--- src/hdl/unsd_pkg.sv ---
`default_nettype none

package unsd_pkg;

    // Result event codes
    typedef enum logic [2:0] {
        EV_NONE      = 3'd0,
        EV_UBX_BYTE  = 3'd1,
        EV_UBX_GOOD  = 3'd2,
        EV_UBX_BAD   = 3'd3,
        EV_UBX_DROP  = 3'd4,
        EV_NMEA_GOOD = 3'd5,
        EV_NMEA_BAD  = 3'd6,
        EV_NMEA_OVER = 3'd7
    } event_t;

    // First UBX sync byte; also aborts an open NMEA line
    localparam logic [7:0] SYNC_ONE = 8'hB5;

    // One result item
    typedef struct packed {
        event_t      event_res;
        logic [7:0]  payload_byte;
        logic [6:0]  payload_index;
        logic [7:0]  frame_class;
        logic [7:0]  frame_ident;
        logic [7:0]  frame_length;
        logic        is_nav_pvt;
        logic [1:0]  sentence_kind;
    } res_t;

endpackage

`default_nettype wire

--- src/hdl/ubx_nmea_stream_deframer.sv ---
// Receiver byte stream deframer for mixed UBX binary frames and NMEA lines.
// Slave channel: one received byte per transaction on s_axis_tdata.
// Master channel: exactly one result transaction per accepted byte. The
// event code on m_axis_tuser tells what it carries: nothing, a forwarded
// UBX payload byte with its index, a finished UBX frame (good, bad sum or
// dropped as too long), or a finished NMEA sentence (good with its kind,
// bad checksum or malformed line, or overflowed line).
// Latency: the result for a byte is valid in the cycle after the byte is
// accepted. Throughput: one byte per cycle while results are taken; the frame parser
// and line parser each update a handful of small registers per byte, and
// the result register is the only stage.
// Stall: while a result waits and m_axis_tready is low, s_axis_tready
// drops; when the result is taken, a new byte is accepted in the same
// cycle, so there are no bubbles.
// Reset: rst_n clears both parsers to idle and empties the result
// register; no clearing pass is needed, the block is ready as soon as
// reset is released.
`default_nettype none

module ubx_nmea_stream_deframer
    import unsd_pkg::*;
#(
    parameter int MAX_PAYLOAD = 128,
    parameter int MAX_LINE    = 100
)
(
    input  wire logic        clk,
    input  wire logic        rst_n,

    input  wire logic        s_axis_tvalid,
    output logic             s_axis_tready,
    input  wire logic [7:0]  s_axis_tdata,   // [7:0] rx_byte

    output logic             m_axis_tvalid,
    input  wire logic        m_axis_tready,
    // [7:0] payload_byte, [14:8] payload_index, [22:15] frame_class,
    // [30:23] frame_ident, [38:31] frame_length, [39] is_nav_pvt,
    // [41:40] sentence_kind, [47:42] zero
    output logic [47:0]      m_axis_tdata,
    output logic [2:0]       m_axis_tuser    // [2:0] event_res
);

    logic in_accept;
    logic ubx_idle;
    res_t ubx_res;
    res_t nmea_res;
    res_t res_next;

    res_t res_reg;
    logic valid_reg;

    // Accept whenever the result register is empty or is drained this cycle
    assign s_axis_tready = !valid_reg || m_axis_tready;
    assign in_accept     = s_axis_tvalid && s_axis_tready;

    // UBX frame parser sees every byte; bytes inside a frame belong to it
    unsd_ubx #(
        .MAX_PAYLOAD (MAX_PAYLOAD)
    ) u_ubx (
        .clk     (clk),
        .rst_n   (rst_n),
        .step    (in_accept),
        .rx_byte (s_axis_tdata),
        .idle    (ubx_idle),
        .res     (ubx_res)
    );

    // NMEA line parser only advances while no UBX frame is open; a first
    // sync byte seen here abandons any open line
    unsd_nmea #(
        .MAX_LINE (MAX_LINE)
    ) u_nmea (
        .clk     (clk),
        .rst_n   (rst_n),
        .step    (in_accept && ubx_idle),
        .rx_byte (s_axis_tdata),
        .res     (nmea_res)
    );

    // In idle the frame parser never reports, so the line result stands
    assign res_next = ubx_idle ? nmea_res : ubx_res;

    always_ff @(posedge clk or negedge rst_n)
    begin
        if (!rst_n)
            valid_reg <= 1'b0;
        else if (in_accept)
            valid_reg <= 1'b1;
        else if (m_axis_tready)
            valid_reg <= 1'b0;
    end

    // Payload holds until the next accepted byte
    always_ff @(posedge clk)
    begin
        if (in_accept)
            res_reg <= res_next;
    end

    assign m_axis_tvalid = valid_reg;
    assign m_axis_tuser  = res_reg.event_res;
    assign m_axis_tdata  = {6'd0,
                            res_reg.sentence_kind,
                            res_reg.is_nav_pvt,
                            res_reg.frame_length,
                            res_reg.frame_ident,
                            res_reg.frame_class,
                            res_reg.payload_index,
                            res_reg.payload_byte};

`ifndef SYNTHESIS
    // Every accepted byte leaves a result in the next cycle
    a_result_follows: assert property (@(posedge clk) disable iff (!rst_n)
        in_accept |=> m_axis_tvalid)
        else $error("accepted byte produced no result");

    // The line parser stays quiet while a UBX frame owns the stream
    a_nmea_quiet_in_frame: assert property (@(posedge clk) disable iff (!rst_n)
        !ubx_idle |-> (nmea_res.event_res == EV_NONE))
        else $error("line result while a frame is open");

    // Sentence kind is only set on a good sentence
    a_kind_only_good: assert property (@(posedge clk) disable iff (!rst_n)
        (m_axis_tvalid && (m_axis_tuser != EV_NMEA_GOOD)) |->
            (m_axis_tdata[41:40] == 2'd0))
        else $error("sentence kind outside a good sentence");

    // NAV-PVT flag is only set on a good frame
    a_pvt_only_good: assert property (@(posedge clk) disable iff (!rst_n)
        (m_axis_tvalid && (m_axis_tuser != EV_UBX_GOOD)) |->
            (m_axis_tdata[39] == 1'b0))
        else $error("nav-pvt flag outside a good frame");
`endif

endmodule

`default_nettype wire

--- src/hdl/unsd_ubx.sv ---
`default_nettype none

module unsd_ubx
    import unsd_pkg::*;
#(
    parameter int MAX_PAYLOAD = 128
)
(
    input  wire logic       clk,
    input  wire logic       rst_n,
    input  wire logic       step,
    input  wire logic [7:0] rx_byte,
    output logic            idle,
    output res_t            res
);

    localparam int CNT_W = $clog2(MAX_PAYLOAD + 1);

    localparam logic [7:0] SYNC_TWO    = 8'h62;
    localparam logic [7:0] NAV_CLASS   = 8'h01;
    localparam logic [7:0] PVT_IDENT   = 8'h07;
    localparam logic [15:0] PVT_MIN_LEN = 16'd92;

    typedef enum logic [3:0] {
        PH_IDLE    = 4'd0,
        PH_SYNC2   = 4'd1,
        PH_CLASS   = 4'd2,
        PH_IDENT   = 4'd3,
        PH_LEN_LO  = 4'd4,
        PH_LEN_HI  = 4'd5,
        PH_PAYLOAD = 4'd6,
        PH_CK_A    = 4'd7,
        PH_CK_B    = 4'd8
    } phase_t;

    phase_t             phase_reg, phase_next;
    logic [7:0]         class_reg, class_next;
    logic [7:0]         ident_reg, ident_next;
    logic [15:0]        length_reg, length_next;
    logic [CNT_W-1:0]   count_reg, count_next;
    logic [7:0]         sum_a_reg, sum_a_next;
    logic [7:0]         sum_b_reg, sum_b_next;
    logic [7:0]         rx_sum_a_reg, rx_sum_a_next;

    logic [7:0]         sum_a_add;
    logic [7:0]         sum_b_add;
    logic [15:0]        length_full;
    logic [CNT_W-1:0]   count_inc;

    assign sum_a_add   = sum_a_reg + rx_byte;
    assign sum_b_add   = sum_b_reg + sum_a_add;
    assign length_full = {rx_byte, length_reg[7:0]};
    assign count_inc   = count_reg + CNT_W'(1);
    assign idle        = (phase_reg == PH_IDLE);

    always_comb
    begin
        phase_next    = phase_reg;
        class_next    = class_reg;
        ident_next    = ident_reg;
        length_next   = length_reg;
        count_next    = count_reg;
        sum_a_next    = sum_a_reg;
        sum_b_next    = sum_b_reg;
        rx_sum_a_next = rx_sum_a_reg;
        res           = '0;
        if (step)
        begin
            unique case (phase_reg)
                PH_IDLE:
                begin
                    if (rx_byte == SYNC_ONE)
                        phase_next = PH_SYNC2;
                end
                PH_SYNC2:
                begin
                    phase_next = (rx_byte == SYNC_TWO) ? PH_CLASS : PH_IDLE;
                end
                PH_CLASS:
                begin
                    class_next = rx_byte;
                    sum_a_next = rx_byte;
                    sum_b_next = rx_byte;
                    phase_next = PH_IDENT;
                end
                PH_IDENT:
                begin
                    ident_next = rx_byte;
                    sum_a_next = sum_a_add;
                    sum_b_next = sum_b_add;
                    phase_next = PH_LEN_LO;
                end
                PH_LEN_LO:
                begin
                    length_next = {8'h00, rx_byte};
                    sum_a_next  = sum_a_add;
                    sum_b_next  = sum_b_add;
                    phase_next  = PH_LEN_HI;
                end
                PH_LEN_HI:
                begin
                    length_next = length_full;
                    sum_a_next  = sum_a_add;
                    sum_b_next  = sum_b_add;
                    count_next  = '0;
                    if (length_full == 16'd0)
                        phase_next = PH_CK_A;
                    else if (length_full <= 16'(MAX_PAYLOAD))
                        phase_next = PH_PAYLOAD;
                    else
                    begin
                        // Too long: drop the frame, report class and id only
                        phase_next      = PH_IDLE;
                        res.event_res   = EV_UBX_DROP;
                        res.frame_class = class_reg;
                        res.frame_ident = ident_reg;
                    end
                end
                PH_PAYLOAD:
                begin
                    res.event_res     = EV_UBX_BYTE;
                    res.payload_byte  = rx_byte;
                    res.payload_index = count_reg[6:0];
                    sum_a_next        = sum_a_add;
                    sum_b_next        = sum_b_add;
                    count_next        = count_inc;
                    if (16'(count_inc) >= length_reg)
                        phase_next = PH_CK_A;
                end
                PH_CK_A:
                begin
                    rx_sum_a_next = rx_byte;
                    phase_next    = PH_CK_B;
                end
                PH_CK_B:
                begin
                    res.frame_class  = class_reg;
                    res.frame_ident  = ident_reg;
                    res.frame_length = length_reg[7:0];
                    if (rx_sum_a_reg == sum_a_reg && rx_byte == sum_b_reg)
                    begin
                        res.event_res  = EV_UBX_GOOD;
                        res.is_nav_pvt = (class_reg == NAV_CLASS) &&
                                         (ident_reg == PVT_IDENT) &&
                                         (length_reg >= PVT_MIN_LEN);
                    end
                    else
                        res.event_res = EV_UBX_BAD;
                    phase_next = PH_IDLE;
                end
                default:
                begin
                    phase_next = PH_IDLE;
                end
            endcase
        end
    end

    always_ff @(posedge clk or negedge rst_n)
    begin
        if (!rst_n)
        begin
            phase_reg    <= PH_IDLE;
            class_reg    <= '0;
            ident_reg    <= '0;
            length_reg   <= '0;
            count_reg    <= '0;
            sum_a_reg    <= '0;
            sum_b_reg    <= '0;
            rx_sum_a_reg <= '0;
        end
        else
        begin
            phase_reg    <= phase_next;
            class_reg    <= class_next;
            ident_reg    <= ident_next;
            length_reg   <= length_next;
            count_reg    <= count_next;
            sum_a_reg    <= sum_a_next;
            sum_b_reg    <= sum_b_next;
            rx_sum_a_reg <= rx_sum_a_next;
        end
    end

endmodule

`default_nettype wire

--- src/hdl/unsd_nmea.sv ---
`default_nettype none

module unsd_nmea
    import unsd_pkg::*;
#(
    parameter int MAX_LINE = 100
)
(
    input  wire logic       clk,
    input  wire logic       rst_n,
    input  wire logic       step,
    input  wire logic [7:0] rx_byte,
    output res_t            res
);

    localparam int LC_W = $clog2(MAX_LINE);

    localparam logic [7:0]  CH_DOLLAR = 8'h24;
    localparam logic [7:0]  CH_STAR   = 8'h2A;
    localparam logic [7:0]  CH_CR     = 8'h0D;
    localparam logic [7:0]  CH_LF     = 8'h0A;
    localparam logic [23:0] TYPE_GGA  = 24'h474741;
    localparam logic [23:0] TYPE_RMC  = 24'h524D43;

    localparam logic [1:0]  KIND_OTHER = 2'd0;
    localparam logic [1:0]  KIND_GGA   = 2'd1;
    localparam logic [1:0]  KIND_RMC   = 2'd2;
    localparam logic [1:0]  KIND_SHORT = 2'd3;

    // {is_digit, value}
    function automatic logic [4:0] hex_digit(input logic [7:0] c);
        logic [4:0] r;
        r = '0;
        if (c >= 8'h30 && c <= 8'h39)
            r = {1'b1, 4'(c - 8'h30)};
        else if (c >= 8'h41 && c <= 8'h46)
            r = {1'b1, 4'(c - 8'h37)};
        else if (c >= 8'h61 && c <= 8'h66)
            r = {1'b1, 4'(c - 8'h57)};
        return r;
    endfunction

    logic            active_reg, active_next;
    logic [LC_W-1:0] count_reg, count_next;
    logic [7:0]      xor_reg, xor_next;
    logic [LC_W-1:0] star_reg, star_next;
    logic [7:0]      hex_reg, hex_next;
    logic            hex_stop_reg, hex_stop_next;
    logic [23:0]     type_reg, type_next;
    logic [2:0]      body_len_reg, body_len_next;
    logic            body_end_reg, body_end_next;

    logic [4:0]      digit;
    logic            line_ok;

    assign digit   = hex_digit(rx_byte);
    assign line_ok = (count_reg >= LC_W'(4)) && (star_reg != '0) &&
                     ({1'b0, star_reg} + (LC_W+1)'(2) < {1'b0, count_reg}) &&
                     (hex_reg == xor_reg);

    always_comb
    begin
        active_next   = active_reg;
        count_next    = count_reg;
        xor_next      = xor_reg;
        star_next     = star_reg;
        hex_next      = hex_reg;
        hex_stop_next = hex_stop_reg;
        type_next     = type_reg;
        body_len_next = body_len_reg;
        body_end_next = body_end_reg;
        res           = '0;
        if (step)
        begin
            if (rx_byte == SYNC_ONE || rx_byte == CH_DOLLAR ||
                (active_reg && (rx_byte == CH_CR || rx_byte == CH_LF ||
                                count_reg >= LC_W'(MAX_LINE - 1))))
            begin
                // Close or restart the line, clear all line state
                count_next    = '0;
                xor_next      = '0;
                star_next     = '0;
                hex_next      = '0;
                hex_stop_next = 1'b0;
                type_next     = '0;
                body_len_next = '0;
                body_end_next = 1'b0;
                active_next   = 1'b0;
                if (rx_byte == CH_DOLLAR)
                begin
                    active_next = 1'b1;
                    count_next  = LC_W'(1);
                end
                else if (rx_byte == SYNC_ONE)
                    active_next = 1'b0;
                else if (rx_byte == CH_CR || rx_byte == CH_LF)
                begin
                    if (line_ok)
                    begin
                        res.event_res = EV_NMEA_GOOD;
                        if (body_len_reg < 3'd5)
                            res.sentence_kind = KIND_SHORT;
                        else if (type_reg == TYPE_GGA)
                            res.sentence_kind = KIND_GGA;
                        else if (type_reg == TYPE_RMC)
                            res.sentence_kind = KIND_RMC;
                        else
                            res.sentence_kind = KIND_OTHER;
                    end
                    else
                        res.event_res = EV_NMEA_BAD;
                end
                else
                    res.event_res = EV_NMEA_OVER;
            end
            else if (active_reg)
            begin
                if (star_reg == '0)
                begin
                    if (rx_byte == CH_STAR)
                        star_next = count_reg;
                    else
                        xor_next = xor_reg ^ rx_byte;
                end
                else if (!hex_stop_reg)
                begin
                    if (!digit[4])
                        hex_stop_next = 1'b1;
                    else
                        hex_next = {hex_reg[3:0], digit[3:0]};
                end
                if (!body_end_reg)
                begin
                    if (rx_byte == CH_STAR || rx_byte == 8'h00)
                        body_end_next = 1'b1;
                    else if (body_len_reg < 3'd5)
                        body_len_next = body_len_reg + 3'd1;
                end
                if (count_reg >= LC_W'(3) && count_reg <= LC_W'(5))
                    type_next = {type_reg[15:0], rx_byte};
                count_next = count_reg + LC_W'(1);
            end
        end
    end

    always_ff @(posedge clk or negedge rst_n)
    begin
        if (!rst_n)
        begin
            active_reg   <= 1'b0;
            count_reg    <= '0;
            xor_reg      <= '0;
            star_reg     <= '0;
            hex_reg      <= '0;
            hex_stop_reg <= 1'b0;
            type_reg     <= '0;
            body_len_reg <= '0;
            body_end_reg <= 1'b0;
        end
        else
        begin
            active_reg   <= active_next;
            count_reg    <= count_next;
            xor_reg      <= xor_next;
            star_reg     <= star_next;
            hex_reg      <= hex_next;
            hex_stop_reg <= hex_stop_next;
            type_reg     <= type_next;
            body_len_reg <= body_len_next;
            body_end_reg <= body_end_next;
        end
    end

endmodule

`default_nettype wire
--- config.mk ---
export PLATFORM = sky130hd
export DESIGN_NAME = ubx_nmea_stream_deframer
export DESIGN_NICKNAME = d
export VERILOG_FILES = /design/src/hdl/unsd_pkg.sv /design/src/hdl/ubx_nmea_stream_deframer.sv /design/src/hdl/unsd_ubx.sv /design/src/hdl/unsd_nmea.sv
export SDC_FILE = /design/constraint.sdc
export NUM_CORES = 1
export LEC_CHECK = 0
export BUFFER_PORTS_ARGS = -buffer_cell sky130_fd_sc_hd__buf_2
export CORE_ASPECT_RATIO = 1.75
export CORE_MARGIN = 2
export CORE_UTILIZATION = 61
export DETAILED_ROUTE_END_ITERATION = 7
export HOLD_SLACK_MARGIN = 0.15
export MAX_ROUTING_LAYER = met4
export PLACE_DENSITY = 0.89
export REMOVE_ABC_BUFFERS = 1
export SLEW_MARGIN = 10
export SYNTH_ARGS = -nofsm -noshare
export SYNTH_HDL_FRONTEND = slang
export SYNTH_SLANG_ARGS = --single-unit
--- constraint.sdc ---
create_clock -name clk -period 3.6 [get_ports clk]
set_input_delay 0.72 -clock clk [delete_from_list [all_inputs] [get_ports clk]]
set_output_delay 0.72 -clock clk [all_outputs]
set_load 0.02 [all_outputs]
======== Yosys cells after proc, flatten, opt, wreduce, memory -nomap -nowiden ========
Cells that the tools add are included.
word-level totals
  register bits after elaboration ......... 174
  input bits .............................. 12
  output and inout bits ................... 53
  logic and storage cells ................. 220
cells by class
  $add $sub $neg .......................... 9
  $lt $le $gt $ge ......................... 15
  equal/unequal tests ..................... 28
  multiplexer cells ....................... 75
  bitwise gates (word level) .............. 10
  reduce and logical (&&, ||, !) cells .... 56
operators with widths
  cell                                                             number
  two-way mux 24 bit                                               3
  two-way mux 8 bit                                                9
  case mux 16 bit (2 select lines)                                 2
  == test 24 x 23 -> 1 bit, second input constant                  2
  case mux 8 bit (2 select lines)                                  3
  two-way mux 45 bit                                               1
  two-way mux 7 bit                                                6
  two-way mux 3 bit                                                13
  two-way mux 16 bit                                               2
  case mux 4 bit (8 select lines)                                  1
  == test 8 bit                                                    3
  two-way mux 2 bit                                                12
  nonzero test 2 bit                                               10
  adder 8 bit                                                      2
  == test 4 x 3 -> 1 bit, second input constant                    4
  == test 8 x 4 -> 1 bit, second input constant                    2
  == test 8 x 6 -> 1 bit, second input constant                    2
  >= comparator 16 x 7 -> 1 bit, second input constant             1
  >= comparator 8 x 16 -> 1 bit                                    1
  >= comparator 8 x 7 -> 1 bit, second input constant              2
  less-or-equal comparator 16 x 8 -> 1 bit, second input constant  1
  less-or-equal comparator 8 x 7 -> 1 bit, second input constant   2
  zero test 16 bit                                                 1
  AND reduction 2 bit                                              8
  45 further kinds                                                 100

======== Longest topological paths before layout ========
  word-level depth ........................ 11
  gate-level depth with buffers ........... 15
  gate-level depth less buffers ........... 15

======== Cells and area by module ========
Synthesis repeated with hierarchy kept, for this count alone.
second synthesis, totals
  cells, all modules ...................... 916
  area total of the unflattened synthesis .. 10,346.2 um^2
by module, submodules not included
  module                    times used  cells an instance  area an instance (um^2)  seq. area each (um^2)
  unsd_ubx                  1           442                4,267.8                  1,701.6
  unsd_nmea                 1           367                3,883.7                  1,501.4
  ubx_nmea_stream_deframer  1           107                2,194.6                  1,376.3

======== Worst setup path after synthesis ========
No wires, ideal clock.
  path type ............................... input port to flip-flop
  from .................................... input m_axis_tready
  to ...................................... register u_ubx.count_reg[5]
  library setup time ...................... 0.131 ns
  data arrival time ....................... 3.508 ns
  data required time ...................... 3.469 ns
  path slack .............................. -0.039 ns
  stages .................................. 7
  path buffers ............................ 1
  path through ............................ nand2b_1 -> nand2_1 -> clkinv_1 -> clkbuf_1 -> o211ai_1 -> o21ai_0 -> o31ai_1
on the way
  word-level cells in the longest chain between the ends .. 3
ends and longest elaborated chain
  element                               RTL line                        RTL
  from (decl)                           ubx_nmea_stream_deframer.sv:35  input wire logic m_axis_tready,
  logical OR 1 bit                      ubx_nmea_stream_deframer.sv:53  assign s_axis_tready = !valid_reg || m_axis_tready;
  logical AND 1 bit                     ubx_nmea_stream_deframer.sv:54  assign in_accept = s_axis_tvalid && s_axis_tready;
  via in_accept                         ubx_nmea_stream_deframer.sv:43  logic in_accept;
  AND reduction 2 bit (no source line)  n/a
  to (signal assigned)                  unsd_ubx.sv:178                 count_reg <= count_next;
  to (decl)                             unsd_ubx.sv:40                  logic [CNT_W-1:0] count_reg, count_next;
The timed path passes the listed nets, and every way through them passes these cells.
A chain may end at the register's enable or synchronous reset.

======== Worst setup path after layout ========
  from .................................... input s_axis_tdata[0]
  to ...................................... register u_nmea.hex_reg[1]
on the way
  word-level cells in the longest chain between the ends .. 10
  elaborated cells between the ends (all ways) .. 34
  classes of those cells .................. 3 x add/sub; 6 x order compare; 6 x eq/ne; 8 x mux; 11 x reduce/logical
ends and longest elaborated chain
  element                                                                                  RTL line                        RTL
  from (decl)                                                                              ubx_nmea_stream_deframer.sv:32  input wire logic [7:0] s_axis_tdata,
  >= comparator 8 x 7 -> 1 bit or less-or-equal comparator 8 x 7 -> 1 bit (tied branches)  unsd_nmea.sv:38                 else if (c >= 8'h61 && c <= 8'h66)
  logical AND 1 bit                                                                        unsd_nmea.sv:38
  two-way mux 5 bit                                                                        unsd_nmea.sv:38
  two-way mux 5 bit                                                                        unsd_nmea.sv:36                 else if (c >= 8'h41 && c <= 8'h46)
  two-way mux 5 bit                                                                        unsd_nmea.sv:34                 if (c >= 8'h30 && c <= 8'h39)
  two-way mux 8 bit                                                                        unsd_nmea.sv:127                if (!digit[4])
  two-way mux 8 bit                                                                        unsd_nmea.sv:125                else if (!hex_stop_reg)
  two-way mux 8 bit                                                                        unsd_nmea.sv:118                if (star_reg == '0)
  two-way mux 8 bit                                                                        unsd_nmea.sv:116                else if (active_reg)
  two-way mux 8 bit                                                                        unsd_nmea.sv:75                 if (rx_byte == SYNC_ONE || rx_byte == CH_DOLLAR ||
  to (signal assigned)                                                                     unsd_nmea.sv:166                hex_reg <= hex_next;
  to (decl)                                                                                unsd_nmea.sv:47                 logic [7:0] hex_reg, hex_next;
Parallel ways exist; a longest one is shown, timed or not. The select of a mux whose other input is x is not followed.

==> results.txt <==
distinct cell type count after synthesis -> 76
Core ar. -> 14,370 um^2
Clock Sinks -> 174
Die ar. -> 15,680 um^2
Area contributors post-synth -> dfrtp_1 (36%), edfxtp_1 (15%), ha_1 (5.5%), a22o_1 (3.8%), xor2_1 (3.5%)
Max VDD drop -> 0.6184 mV
Worst Setup SP -> s_axis_tdata[0]
total gr overflow -> 0
num rows -> 58
number of I/O port buffers -> 58
post-CTS setup buffer count -> 0
crit path buf inv count -> 3
Final Non-Filler Cells -> 1,069
vias per inst -> 6.316
worst hold path type -> in2async
max incr delay on CP -> 0.51 ns
via count -> 6,752
CP startpoint kind -> input pin
Clock power frac -> 0.249
RSZ-0062 raised after global routing -> no
Initial DRC Count -> 526
post-route setup TNS -> 0 ns
final-report max-slew violation count -> 0
outcome -> completed
CP Capture Type -> register
Critical Path RT -> 3.91 ns
pin count of the biggest net entering global routing -> 64
FMAX -> 0.3165 GHz
final worst slack -> 0.4402 ns
hold buffers post-CTS -> 0
worst slew pin tran -> 0.8212 ns
Initial Utilization -> 0.6221
global-route usage over all layers -> 0.3056
RR Startpoint -> u_ubx.sum_a_reg[0]$_DFFE_PN0P_
Max FO, Critical Path -> 10
Antenna Cells -> 0
final core occ -> 0.6952
mapped cell area -> 8939 um^2
warnings from Yosys -> 0
CTS Root Cell -> clkbuf_16
final-report hold violation count -> 0
Critical-path top delay cell -> a2111oi_4
clock-pin slew on the worst setup and hold paths -> 0.07 ns
IO Pins -> 65
Mapped Cells -> 819
dpl hpwl -> 15,030 um
sequential group share of total power -> 0.405
final wirelength -> 21,610 um
Yosys reg bits -> 174
CP Class -> in2reg
initial antenna violation count -> 0
post-synthesis sequential area ratio -> 0.5123
crit path time final -> 3.160 ns
max FFs per register -> 42
CP arrival -> 3.47 ns
placed instance count -> 1,037
Max-Cap Viols -> 0
clock buffer depth -> 2
endpoints failing setup -> 0
P_int -> 0.004462 W
Synth Area per Inst -> 10.91 um^2
Inserted Clock Buffers -> 17
Resize count post-CTS -> 0
number of synthesized flops with an enable pin -> 45
Synth top area share -> 0.3611
DRC viols -> 0
Static Leakage -> 4.607 nW
Fillers -> 1,011
drt wl/cell -> 20.22 um
Clock Latency Late Sink -> 0.43 ns
Synth-to-Final Area Change -> 11.76%
Die X -> 95.51 um
Pwr per Cell Area -> 716.1 nW/um^2
Final nets -> 929
Placement Setup Slack -> 0.2351 ns
layout cells sized above 1 -> 0.1811
Gate power share -> 0.346
critical path's top delay family -> compound AO/OA/AOI/OAI gates
CTS tree -> yes
cell taking the most area after synthesis -> dfrtp_1
CP cell instances -> buf_2 -> buf_4 -> inv_1 -> ha_1 -> o21bai_1 -> a2111oi_4 -> a31oi_1 -> nor3_1 -> a21oi_1 -> or2_0 -> a22o_1
Sw Ratio -> 0.3762
WHS -> 0.3612 ns
vias in the first global route -> 7,024
Final ANT Viol Nets -> 0
GPL Wtd Cong -> 0.9523
CTS H-tree depth -> 4
drt pass-1 iters -> 5
Die Ht -> 164.1 um
switching power total -> 0.002692 W
first-pass GRT wire length -> 35,130 um
relative slew slack -> 0.4525
Synth Flop Type -> dfrtp_1
Synth async-reset ratio -> 0.7414
clk_skew -> 0.01025 ns
period utilisation layout -> 0.8777
metal layers:
metal | GRT usage | wire length, um | share of wire
met2 | 0.5327 | 11890 | 0.55
met5 | - | 0 | 0
met1 | 0.3152 | 7533 | 0.35
met3 | 0.05000 | 937 | 0.043
met4 | 0.1870 | 1247 | 0.058
kinds of logic (layout without fill, tap and decap cells):
logic type | count (synthesis) | in the layout | share of synthesized area
AOI/OAI and AO/OA | 159 | 159 | 0.1299
xor gates and xnor gates | 62 | 62 | 0.06075
adders and majority gates | 41 | 41 | 0.05907
buffers and inverters | 79 | 144 | 0.03947
DFF | 174 | 174 | 0.5123
muxes | 30 | 30 | 0.03737
other | 1 | 6 | 0.0004195
and+or+nand+nor | 273 | 273 | 0.1607
layout make-up:
cell class              instances  area [um^2]  share of cell area
flip-flops and latches        174         4579              0.4584
multi-input cells             571         4025              0.4029
repair buffers                 80        470.5             0.04709
clock buffers                  18        450.4             0.04509
well taps                     180        225.2             0.02255
inverters                      32        120.1             0.01202
clock inverters                14        118.9             0.01190
cells in the final DEF (no fill, tap or decap), drive strengths merged, types with 12 or more instances in the layout:
master  count
o21ai      33
inv        40
and3       21
and2       17
nand2      64
nand3      25
xnor2      26
a21oi      31
a22o       39
nor4       14
mux2       27
nor2       66
edfxtp     45
xor2       36
ha         39
nor3       12
buf        80
clkbuf     18
dfrtp     129
synth_stat cells, types with 3 or more instances:
| master | n |
|---|---|
| a21o_1 | 9 |
| a21oi_1 | 30 |
| a22o_1 | 39 |
| a32o_1 | 6 |
| and2_1 | 17 |
| and3_1 | 21 |
| buf_2 | 9 |
| buf_4 | 10 |
| clkbuf_1 | 27 |
| dfrtp_1 | 129 |
| edfxtp_1 | 45 |
| ha_1 | 39 |
| inv_1 | 30 |
| mux2_2 | 27 |
| mux2i_1 | 3 |
| nand2_1 | 63 |
| nand2b_1 | 7 |
| nand3_1 | 25 |
| nand4_1 | 10 |
| nor2_1 | 65 |
| nor2b_1 | 7 |
| nor3_1 | 9 |
| nor4_1 | 13 |
| nor4b_1 | 7 |
| o211ai_1 | 5 |
| o21a_1 | 3 |
| o21ai_0 | 31 |
| o22ai_1 | 11 |
| or3_1 | 6 |
| xnor2_1 | 26 |
| xor2_1 | 36 |
stage by stage:
step | total power, W | cell area, um^2
after floorplan | 0.004638 | 8725
after global placement | 0.005237 | 9420
after detailed placement | 0.005339 | 9420
after CTS | 0.007140 | 9990
after global routing | 0.007577 | 9990
final | 0.007154 | 9990
power groups by stage:
stage	clock network, W	logic (W)	registers, W
global route	0.00187	0.00277	0.00294
finish	0.00178	0.00248	0.00290
CTS	0.00179	0.00248	0.00288
global placement	0	0.00235	0.00289
floorplan	0	0.00183	0.00281
detailed placement	0	0.00243	0.00291
final timing paths:
check	to	depth (start not counted)	slack (ns)
worst max-delay path	u_nmea.hex_reg[1]$_DFFE_PN0P_	11	0.44
worst min-delay path	u_ubx.ident_reg[6]$_DFFE_PN0P_	1	0.36
worst max register to register	u_ubx.sum_b_reg[7]$_DFFE_PN0P_	15	0.61
worst min register to register	u_ubx.length_reg[11]$_DFFE_PN0P_	2	0.48
max in group asynchronous	u_nmea.star_reg[0]$_DFFE_PN0P_	2	2.40
min in group clk	u_ubx.length_reg[11]$_DFFE_PN0P_	2	0.48
Power figures use the tool's default switching activity.
